--- src/rtl/vtrd_pkg.sv ---
// Shared types, constants and helper functions for the radix digit string converter.
// No dependencies; vtrd_step and value_to_radix_digit_string in rtl/ import this package.

package vtrd_pkg;

    // Default values for the top-level parameters
    localparam int INT_BITS_DEF        = 32;
    localparam int FRAC_BITS_DEF       = 32;
    localparam int MAX_FRAC_DIGITS_DEF = 16;

    // Fixed widths of the channel fields
    localparam int IN_W    = 32;
    localparam int RADIX_W = 2;
    localparam int CHAR_W  = 7;
    localparam int DIGIT_W = 4;

    // x / 10 == (x * RECIP10) >> RECIP10_SHIFT, exact for every 32-bit x
    localparam logic [IN_W-1:0] RECIP10       = 32'hCCCC_CCCD;
    localparam int              RECIP10_SHIFT = 35;

    // ASCII codes
    localparam logic [CHAR_W-1:0] CHAR_ZERO     = 7'h30;
    localparam logic [CHAR_W-1:0] CHAR_A_MINUS_TEN = 7'h37;
    localparam logic [CHAR_W-1:0] CHAR_DOT      = 7'h2E;

    typedef enum logic [RADIX_W-1:0] {
        RADIX_2  = 2'd0,
        RADIX_8  = 2'd1,
        RADIX_10 = 2'd2,
        RADIX_16 = 2'd3
    } radix_code_t;

    // Control from the sequencer to the shared digit unit
    typedef struct packed {
        logic mul_en;     // load the reciprocal product register
        logic frac_mode;  // select the fraction digit on the digit output
    } step_ctl_t;

    function automatic logic [DIGIT_W:0] radix_of(input radix_code_t code);
        logic [DIGIT_W:0] r;
        unique case (code)
            RADIX_2:  r = 5'd2;
            RADIX_8:  r = 5'd8;
            RADIX_10: r = 5'd10;
            RADIX_16: r = 5'd16;
            default:  r = 5'd2;
        endcase
        return r;
    endfunction

    function automatic logic [CHAR_W-1:0] ascii_of(input logic [DIGIT_W-1:0] d);
        logic [CHAR_W-1:0] c;
        if (d < 4'd10) begin
            c = CHAR_ZERO + {3'b000, d};
        end else begin
            c = CHAR_A_MINUS_TEN + {3'b000, d};
        end
        return c;
    endfunction

endpackage

--- src/rtl/vtrd_ram.sv ---
// Generic single-write, single-read RAM with registered read data.
// Depends on nothing; width and depth come from parameters.

module vtrd_ram #(
    parameter int WIDTH = 4,
    parameter int DEPTH = 32
) (
    input  logic                     aclk,
    input  logic                     we,
    input  logic [$clog2(DEPTH)-1:0] waddr,
    input  logic [WIDTH-1:0]         wdata,
    input  logic [$clog2(DEPTH)-1:0] raddr,
    output logic [WIDTH-1:0]         rdata
);

    logic [WIDTH-1:0] mem [DEPTH];

    always_ff @(posedge aclk) begin
        if (we) begin
            mem[waddr] <= wdata;
        end
        rdata <= mem[raddr];
    end

endmodule

--- src/rtl/vtrd_step.sv ---
// Shared digit unit: one division-by-radix step on the integer quotient or one
// multiply-by-radix step on the fraction. Depends on vtrd_pkg.

module vtrd_step #(
    parameter int INT_W     = 32,
    parameter int FRAC_BITS = 32
) (
    input  logic                        aclk,
    input  vtrd_pkg::step_ctl_t         ctl,
    input  vtrd_pkg::radix_code_t       radix_code,
    input  logic [INT_W-1:0]            quotient,
    input  logic [FRAC_BITS-1:0]        fraction,
    output logic [vtrd_pkg::DIGIT_W-1:0] digit,
    output logic [INT_W-1:0]            quotient_next,
    output logic [FRAC_BITS-1:0]        fraction_next
);

    import vtrd_pkg::*;

    localparam int PROD_W = 2 * IN_W;
    localparam int Q10_W  = PROD_W - RECIP10_SHIFT;
    localparam int P_W    = FRAC_BITS + DIGIT_W;

    logic [IN_W-1:0]    q_ext;
    logic [PROD_W-1:0]  prod_full;
    logic [PROD_W-1:0]  prod_reg;
    logic [Q10_W-1:0]   q10;
    logic [IN_W-1:0]    q10_x10;
    logic [IN_W-1:0]    rem10;
    logic [DIGIT_W-1:0] int_digit;
    logic [P_W-1:0]     p;
    logic [DIGIT_W-1:0] frac_raw;
    logic [DIGIT_W-1:0] frac_digit;
    logic [DIGIT_W:0]   radix;

    assign q_ext     = IN_W'(quotient);
    assign prod_full = q_ext * RECIP10;

    // Decimal registers the reciprocal product in the cycle before the digit step
    always_ff @(posedge aclk) begin
        if (ctl.mul_en) begin
            prod_reg <= prod_full;
        end
    end

    assign q10     = prod_reg[PROD_W-1:RECIP10_SHIFT];
    assign q10_x10 = {q10, 3'b000} + IN_W'({q10, 1'b0});
    assign rem10   = q_ext - q10_x10;
    assign radix   = radix_of(radix_code);

    always_comb begin
        unique case (radix_code)
            RADIX_2: begin
                int_digit     = {3'b000, quotient[0]};
                quotient_next = quotient >> 1;
                p             = {3'b000, fraction, 1'b0};
            end
            RADIX_8: begin
                int_digit     = {1'b0, quotient[2:0]};
                quotient_next = quotient >> 3;
                p             = {1'b0, fraction, 3'b000};
            end
            RADIX_10: begin
                int_digit     = rem10[DIGIT_W-1:0];
                quotient_next = INT_W'(q10);
                p             = {1'b0, fraction, 3'b000} + {3'b000, fraction, 1'b0};
            end
            RADIX_16: begin
                int_digit     = quotient[3:0];
                quotient_next = quotient >> 4;
                p             = {fraction, 4'b0000};
            end
            default: begin
                int_digit     = '0;
                quotient_next = '0;
                p             = '0;
            end
        endcase
    end

    // Clamp the fraction digit to radix-1; the low bits stay the remainder
    assign frac_raw      = p[P_W-1:FRAC_BITS];
    assign frac_digit    = ({1'b0, frac_raw} >= radix) ? DIGIT_W'(radix - 5'd1) : frac_raw;
    assign fraction_next = p[FRAC_BITS-1:0];

    assign digit = ctl.frac_mode ? frac_digit : int_digit;

endmodule

--- src/rtl/value_to_radix_digit_string.sv ---
// Converts a non-negative fixed-point value (32-bit integer part, Q0.32 fraction)
// to an ASCII string in base 2, 8, 10 or 16, one character per output beat, most
// significant first, with is_last on the final character and truncated set there
// when fraction bits remain after MAX_FRAC_DIGITS digits. One item is converted at
// a time and s_ready is low while it runs. The shared digit unit produces one
// integer digit per step (base 10 first spends an S_MUL state on its reciprocal
// multiply), and each integer character costs a digit-store read (S_RD) and an
// emit state (S_EMIT_INT); fraction digits are produced as they are emitted.
// Depends on vtrd_pkg, vtrd_step and vtrd_ram.

module value_to_radix_digit_string #(
    parameter int INT_BITS        = vtrd_pkg::INT_BITS_DEF,
    parameter int FRAC_BITS       = vtrd_pkg::FRAC_BITS_DEF,
    parameter int MAX_FRAC_DIGITS = vtrd_pkg::MAX_FRAC_DIGITS_DEF
) (
    input  logic                          aclk,
    input  logic                          aresetn,
    input  logic                          s_valid,
    output logic                          s_ready,
    input  logic [vtrd_pkg::IN_W-1:0]     s_integer_part,
    input  logic [vtrd_pkg::IN_W-1:0]     s_fraction_part,
    input  logic [vtrd_pkg::RADIX_W-1:0]  s_radix_code,
    input  logic                          s_with_fraction,
    output logic                          m_valid,
    input  logic                          m_ready,
    output logic [vtrd_pkg::CHAR_W-1:0]   m_character,
    output logic                          m_is_last,
    output logic                          m_truncated
);

    import vtrd_pkg::*;

    localparam int INT_W       = (INT_BITS < IN_W) ? INT_BITS : IN_W;
    localparam int STORE_DEPTH = (INT_BITS > IN_W) ? INT_BITS : IN_W;
    localparam int AW          = $clog2(STORE_DEPTH);
    localparam int FW2         = FRAC_BITS + IN_W;
    localparam int FCW         = $clog2(MAX_FRAC_DIGITS + 1);

    typedef enum logic [2:0] {
        S_IDLE,
        S_MUL,
        S_DIV,
        S_RD,
        S_EMIT_INT,
        S_DOT,
        S_FRAC
    } state_t;

    state_t               state_reg, state_next;
    logic [INT_W-1:0]     quotient_reg, quotient_next;
    logic [FRAC_BITS-1:0] fraction_reg, fraction_next;
    radix_code_t          radix_reg, radix_next;
    logic                 has_frac_reg, has_frac_next;
    logic [AW-1:0]        idx_reg, idx_next;
    logic [FCW-1:0]       fcnt_reg, fcnt_next;
    logic                 m_valid_reg, m_valid_next;
    logic [CHAR_W-1:0]    char_reg, char_next;
    logic                 last_reg, last_next;
    logic                 trunc_reg, trunc_next;

    logic                 s_accept;
    logic                 out_free;
    logic [FW2-1:0]       f_wide;
    logic [FRAC_BITS-1:0] f_in;
    step_ctl_t            ctl;
    logic [DIGIT_W-1:0]   digit;
    logic [INT_W-1:0]     step_q_next;
    logic [FRAC_BITS-1:0] step_f_next;
    logic                 ram_we;
    logic [DIGIT_W-1:0]   ram_rdata;
    logic                 frac_last;

    assign s_ready  = (state_reg == S_IDLE);
    assign s_accept = s_valid && s_ready;
    assign out_free = !m_valid_reg || m_ready;

    // Rescale the Q0.32 input to Q0.FRAC_BITS
    assign f_wide = {s_fraction_part, FRAC_BITS'(0)};
    assign f_in   = f_wide[FW2-1:IN_W];

    assign ctl.mul_en    = (state_reg == S_MUL);
    assign ctl.frac_mode = (state_reg == S_FRAC);
    assign ram_we        = (state_reg == S_DIV);

    assign frac_last = (fcnt_reg == FCW'(MAX_FRAC_DIGITS - 1)) || (step_f_next == '0);

    vtrd_step #(
        .INT_W     (INT_W),
        .FRAC_BITS (FRAC_BITS)
    ) u_step (
        .aclk          (aclk),
        .ctl           (ctl),
        .radix_code    (radix_reg),
        .quotient      (quotient_reg),
        .fraction      (fraction_reg),
        .digit         (digit),
        .quotient_next (step_q_next),
        .fraction_next (step_f_next)
    );

    vtrd_ram #(
        .WIDTH (DIGIT_W),
        .DEPTH (STORE_DEPTH)
    ) u_digit_store (
        .aclk  (aclk),
        .we    (ram_we),
        .waddr (idx_reg),
        .wdata (digit),
        .raddr (idx_reg),
        .rdata (ram_rdata)
    );

    always_comb begin
        state_next    = state_reg;
        quotient_next = quotient_reg;
        fraction_next = fraction_reg;
        radix_next    = radix_reg;
        has_frac_next = has_frac_reg;
        idx_next      = idx_reg;
        fcnt_next     = fcnt_reg;
        m_valid_next  = m_valid_reg && !m_ready;
        char_next     = char_reg;
        last_next     = last_reg;
        trunc_next    = trunc_reg;

        unique case (state_reg)
            S_IDLE: begin
                if (s_accept) begin
                    quotient_next = s_integer_part[INT_W-1:0];
                    fraction_next = f_in;
                    radix_next    = radix_code_t'(s_radix_code);
                    has_frac_next = s_with_fraction && (f_in != '0);
                    idx_next      = '0;
                    fcnt_next     = '0;
                    state_next    = (radix_code_t'(s_radix_code) == RADIX_10) ? S_MUL : S_DIV;
                end
            end
            S_MUL: begin
                state_next = S_DIV;
            end
            S_DIV: begin
                // Digit goes to the store at idx; a zero quotient ends the loop
                quotient_next = step_q_next;
                if (step_q_next == '0) begin
                    state_next = S_RD;
                end else begin
                    idx_next   = idx_reg + AW'(1);
                    state_next = (radix_reg == RADIX_10) ? S_MUL : S_DIV;
                end
            end
            S_RD: begin
                state_next = S_EMIT_INT;
            end
            S_EMIT_INT: begin
                if (out_free) begin
                    m_valid_next = 1'b1;
                    char_next    = ascii_of(ram_rdata);
                    last_next    = (idx_reg == '0) && !has_frac_reg;
                    trunc_next   = 1'b0;
                    if (idx_reg == '0) begin
                        state_next = has_frac_reg ? S_DOT : S_IDLE;
                    end else begin
                        idx_next   = idx_reg - AW'(1);
                        state_next = S_RD;
                    end
                end
            end
            S_DOT: begin
                if (out_free) begin
                    m_valid_next = 1'b1;
                    char_next    = CHAR_DOT;
                    last_next    = 1'b0;
                    trunc_next   = 1'b0;
                    state_next   = S_FRAC;
                end
            end
            S_FRAC: begin
                if (out_free) begin
                    m_valid_next  = 1'b1;
                    char_next     = ascii_of(digit);
                    last_next     = frac_last;
                    trunc_next    = frac_last && (step_f_next != '0);
                    fraction_next = step_f_next;
                    fcnt_next     = fcnt_reg + FCW'(1);
                    if (frac_last) begin
                        state_next = S_IDLE;
                    end
                end
            end
            default: begin
                state_next = S_IDLE;
            end
        endcase
    end

    always_ff @(posedge aclk) begin
        if (!aresetn) begin
            state_reg   <= S_IDLE;
            m_valid_reg <= 1'b0;
        end else begin
            state_reg   <= state_next;
            m_valid_reg <= m_valid_next;
        end
        quotient_reg <= quotient_next;
        fraction_reg <= fraction_next;
        radix_reg    <= radix_next;
        has_frac_reg <= has_frac_next;
        idx_reg      <= idx_next;
        fcnt_reg     <= fcnt_next;
        char_reg     <= char_next;
        last_reg     <= last_next;
        trunc_reg    <= trunc_next;
    end

    assign m_valid     = m_valid_reg;
    assign m_character = char_reg;
    assign m_is_last   = last_reg;
    assign m_truncated = trunc_reg;

endmodule

--- config.mk ---
export PLATFORM = sky130hd
export DESIGN_NAME = value_to_radix_digit_string
export DESIGN_NICKNAME = d
export VERILOG_FILES = /design/src/rtl/vtrd_pkg.sv /design/src/rtl/vtrd_ram.sv /design/src/rtl/vtrd_step.sv /design/src/rtl/value_to_radix_digit_string.sv
export SDC_FILE = /design/constraint.sdc
export NUM_CORES = 2
export LEC_CHECK = 0
export ABC_AREA = 1
export BUFFER_PORTS_ARGS = -buffer_cell sky130_fd_sc_hd__buf_2
export CAP_MARGIN = 5
export CORE_MARGIN = 2
export CORE_UTILIZATION = 60
export CTS_CLUSTER_SIZE = 24
export DETAILED_ROUTE_END_ITERATION = 8
export GPL_TIMING_DRIVEN = 0
export MAX_ROUTING_LAYER = met4
export PLACE_DENSITY = 0.8
export SYNTH_ARGS = -nofsm -noshare
export SYNTH_HDL_FRONTEND = slang
export SYNTH_HIERARCHICAL = 1
export SYNTH_SLANG_ARGS = --single-unit
--- constraint.sdc ---
create_clock -name aclk -period 11.2 [get_ports aclk]
set_input_delay 0.56 -clock aclk [delete_from_list [all_inputs] [get_ports aclk]]
set_output_delay 0.56 -clock aclk [all_outputs]
set_load 0.05 [all_outputs]
Word-level counts from Yosys, hierarchy flattened --
Memory sizes are Yosys's and may differ from the RTL's. A register that Yosys moved wholly into a read port is not among the register bits. Index checks and enable logic that the tools add are counted. W data, S select, Z words.
Storage, ports and cells: input bits 71, flip-flop bits (word level) 154, memories kept 1, RAM bits 128, output and inout port bits 11, word-level logic and storage cells 123
Memory list:
- u_digit_store.mem | words 32, width 4, read ports 1, clocked after Yosys merged registers in 1, write ports 1, line vtrd_ram.sv:16 | logic [WIDTH-1:0] mem [DEPTH];
Cells by class: multiply operators 1, magnitude comparators 3, $add $sub $neg 11, reductions and logical operators 31, multiplexer cells 45, equality and inequality tests 19
Operator list (count):
- $pmux W36 S4 | 1
- $pmux W32 S2 | 2
- $pmux W32 S4 | 1
- $mux W32 | 3
- $logic_not A32 Y1 | 2
- $mul A32 B32 Y64 const B | 1
- $reduce_bool A32 Y1 | 2
- $add A35 B33 Y36 | 1
- $mux W7 | 5
- $add A6 B4 Y7 const A | 4
- $mux W5 | 5
- $mux W3 | 7
- $pmux W3 S7 | 1
- $pmux W7 S3 | 1
- $pmux W5 S4 | 1
- $pmux W4 S4 | 1
- $pmux W5 S3 | 1
- $ne A2 B2 Y1 const B | 6
- $add A5 B1 Y5 const B | 2
- $pmux W5 S2 | 1
- $reduce_and A5 Y1 | 2
- $eq A3 B3 Y1 const B | 3
- $lt A4 B4 Y1 const B | 2
- $mux W1 | 8
- 28 further kinds | 47

Logic depth before layout (Yosys ltp) --
depth in word-level cells 9, mapped depth 31

Hierarchy --
Netlist, hierarchy kept.
By module, submodules not included:
- vtrd_step | instances 1, area an instance 22351.4 µm², sequential area each 870.8 µm², cells an instance 2726
- vtrd_ram | instances 1, area an instance 5496.5 µm², sequential area each 3923.8 µm², cells an instance 486
- value_to_radix_digit_string | instances 1, area an instance 4589.4 µm², sequential area each 2662.6 µm², cells an instance 525

Least setup slack after synthesis --
OpenSTA, ideal clock, no wires.
kind register -> register, from reg quotient_reg[19], to reg u_step.prod_reg[63] (data pin), path buffers 0, period minus slack after synthesis 6.219 ns, data arrival time 5.958 ns, slack 4.981 ns, stages on the path, launching flop included 27, data required time 10.940 ns, cells stage by stage edfxtp_1 ha_1 inv_1 fa_1 inv_1 fa_1 inv_1 fa_1 inv_1 fa_1 fa_1 fa_1 inv_1 fa_1 inv_1 ha_1 a21oi_1 inv_1 a21oi_1 inv_1 a21oi_1 inv_1 a21oi_1 inv_1 a21oi_1 nand2_1 xor2_1
Between the ends: word-level cells in the longest chain between the ends 1
RTL lines:
- start: declaration | line value_to_radix_digit_string.sv:50 | logic [INT_W-1:0] quotient_reg, quotient_next;
- start signal: assignment | line value_to_radix_digit_string.sv:204 | quotient_reg <= quotient_next;
- $mul A32 B32 Y64 | line vtrd_step.sv:37 | assign prod_full = q_ext * RECIP10;
- via u_step.prod_full[63] | line vtrd_step.sv:25 | logic [PROD_W-1:0] prod_full;
- end signal: assignment | line vtrd_step.sv:42 | prod_reg <= prod_full;
- end: declaration | line vtrd_step.sv:26 | logic [PROD_W-1:0] prod_reg;
The timed path passes the listed nets, and every way through them passes these cells. A chain may end at the register's enable or synchronous reset.

Final worst setup path --
from reg quotient_reg[7], to reg u_step.prod_reg[48] (data pin)
Same word-level chain as after synthesis.

==> metrics.txt <==
status=finished, final reports clean; fin crit share=71.7%; residual DRC count=0; post-synthesis instance area=0.0324 mm2; antenna violations before repair=2; Routed WL=97200 um; Die Y=237 um; post-CTS sizing=0; routability congestion estimate=1.10; Synth Flop Type=edfxtp_1; starting DRC count in detailed routing=2828; Ports=82; crit end category=register; via count=26300; # Post-CTS Setup Buffers=0; final hold vios=0; GRT Residual Overflow=0; Reg2Reg Depth=22; Synth-to-Final Area Change=7.19%; max reg flops=128; fraction of registers with async set or reset after synthesis=0%; hold_buf cts=0; critical path type=reg2reg; post-route ant nets=0; pin count of the biggest net entering global routing=36; vias in the first global route=25600; most common cell after layout, fill and taps aside=inv_1; Core Area=0.0536 mm2; final slew viol count=0; min-delay src=s_radix_code[1]; clock root buffer master=clkbuf_16; Syn Inst Count=3737; GRT Overall Usage=36.0%; Final #Nets=4706; 1st-pass router iterations=6; CTS tree=yes; Worst EP arrival=8300 ps; Die W=237 um; most used cell, CP=fa_1; clk sinks=251; syn_area_per_cell=8.68 um2; Clock Pin Slew Worst Setup and Hold Paths=70 ps; crit-path cells=ha_1 > clkbuf_1 > inv_1 > nand2_1 > nand2_1 > o21ai_0 > fa_1 > fa_1 > fa_1 > fa_1 > fa_1 > ha_1 > ha_1 > nand2_1 > nor2_1 > inv_1 > nor2_1 > and3_1 > nand2_1 > o211ai_2 > a21oi_1 > xnor2_1; die footprint=0.0559 mm2; first-pass GRT wire length=148000 um; sequential element share of the synthesized area=23.0%; Maximum Capacitance Violations=0; EDFF count, synth=243; Critical Path Source Type=register; slowest cell delay on critical path=630 ps; most frequent cells in the layout=inv_1, nand2_1, ha_1, fa_1, nor2_1; DP HPWL=81600 um; layout cells sized above 1=5.97%; Row Count=85; RSZ-0062 raised after global routing=no; latest clock arrival within the worst-skew pair=560 ps; initial core utilization=60.5%; synthesized flop and latch total=251; Critical Path RT=11470 ps; worst-margin pin slew=1050 ps; synth warn=6; max_slew headroom=29.4%; Max Buffers Root-to-Sink=3; CTS Buf Count=25; final setup TNS=0 ps; worst-path cell with the longest stage delay=edfxtp_1; Hold Crit Class=in2reg; Tmin final=8030 ps; RR Startpoint=quotient_reg[7]$_DFFE_PP_; Max Clock Skew=14.9 ps; hold endpoint=radix_reg[1]$_DFFE_PP_; WHS Path Cells=1; WL/cell=21.3 um; R2R Path End=u_step/prod_reg[48]$_DFFE_PP_; Synth cell types=62; Max Clock Freq=125 MHz; R2R Setup Slk=3170 ps; Vias/cell=5.76; # port buffers=81; final setup vio count=0; crit-path max FO=10; # H-tree levels=1
[cells by family after synthesis]
logic type | count (synthesis) | synth area share [%]
simple gates | 1228 | 15.8
buf+inv | 897 | 10.8
fa+ha+maj | 782 | 39.1
compound gates | 498 | 9.14
flops | 251 | 23.0
xor+xnor | 80 | 2.16
other cells | 1 | 0.0116
[layer usage]
metal	up-vias	wire length, um	track usage, %
met5	-	0	-
met4	0	4190	12.6
met3	205	10600	7.29
met2	1364	42600	53.4
met1	12500	39800	49.5
li1	12200	-	-
[layout make-up]
class	instances	area, um2
diodes	1	2.50
plain buffers	80	432
clock buffers	34	709
clock inverters	12	140
fillers	4572	18800
inverters	817	3070
multi-input cells	2590	21500
flip-flops and latches	251	7460
well taps	696	871
repair buffers	88	578
[how the worst max path moves through the flow]
stage / endpoint / cells past startpoint / slack [ps] / startpoint
global placement: u_step/prod_reg[48]$_DFFE_PP_ / 22 / 3420 / quotient_reg[7]$_DFFE_PP_
floorplan: u_step/prod_reg[63]$_DFFE_PP_ / 26 / 4980 / quotient_reg[19]$_DFFE_PP_
detailed placement: u_step/prod_reg[48]$_DFFE_PP_ / 22 / 3430 / quotient_reg[7]$_DFFE_PP_
global route: u_step/prod_reg[48]$_DFFE_PP_ / 22 / 3030 / quotient_reg[7]$_DFFE_PP_
finish: u_step/prod_reg[48]$_DFFE_PP_ / 22 / 3170 / quotient_reg[7]$_DFFE_PP_
CTS: u_step/prod_reg[48]$_DFFE_PP_ / 22 / 3380 / quotient_reg[7]$_DFFE_PP_
[cells in the mapped netlist, types with 3 or more instances]
cell        n  area share [%]
o22ai_1    10            0.19
buf_4       9            0.21
ha_1      394              15
nand2_4     3            0.10
nor2_4      4            0.14
or2_1       4           0.077
o21ai_1    13            0.20
inv_1     807             9.3
xor2_1     56             1.5
o21a_1     14            0.32
a21boi_0    3           0.069
o21bai_1   20            0.46
inv_2       9            0.10
buf_6       7            0.24
nor2_2      4           0.077
nor3_1     14            0.22
nand2_1   679             7.9
a211oi_1    4           0.093
a21o_1     10            0.23
o211ai_1   10            0.23
or2_2      14            0.27
a221oi_1   58             1.6
nand2_2    16            0.31
dfxtp_1     8            0.49
nand3_2     3           0.093
edfxtp_1  243              22
buf_2      17            0.26
a31oi_1    15            0.29
nand4_1    13            0.25
o21ai_0   111             1.7
clkbuf_1   40            0.46
nor2_1    273             3.2
nor4_1     14            0.27
xnor2_1    24            0.65
a21oi_1   213             3.3
buf_1       4           0.046
nand3_1   180             2.8
fa_1      388              24
[critical path, delay by kind of cell (launching register included)]
kind | cells | cell delay [ps]
fa+ha+maj | 8 | 3630
simple gates | 7 | 1180
compound gates | 3 | 1010
buf+inv | 3 | 730
flops | 1 | 630
xor+xnor | 1 | 560
[through the flow]
stage	cell area [um2]	instances	hold WS [ps]	setup WS, ps	util [%]
floorplan	32400	3738	499	4980	-
global placement	33700	4515	535	3420	62.9
detailed placement	33800	4519	539	3430	63.1
CTS	34700	4565	188	3380	64.7
global route	34800	4569	206	3030	64.9
finish	34800	4569	204	3170	64.9
Power is not shown: default switching activity piles up to over one toggle a cycle in this logic, so the estimate is an artifact.
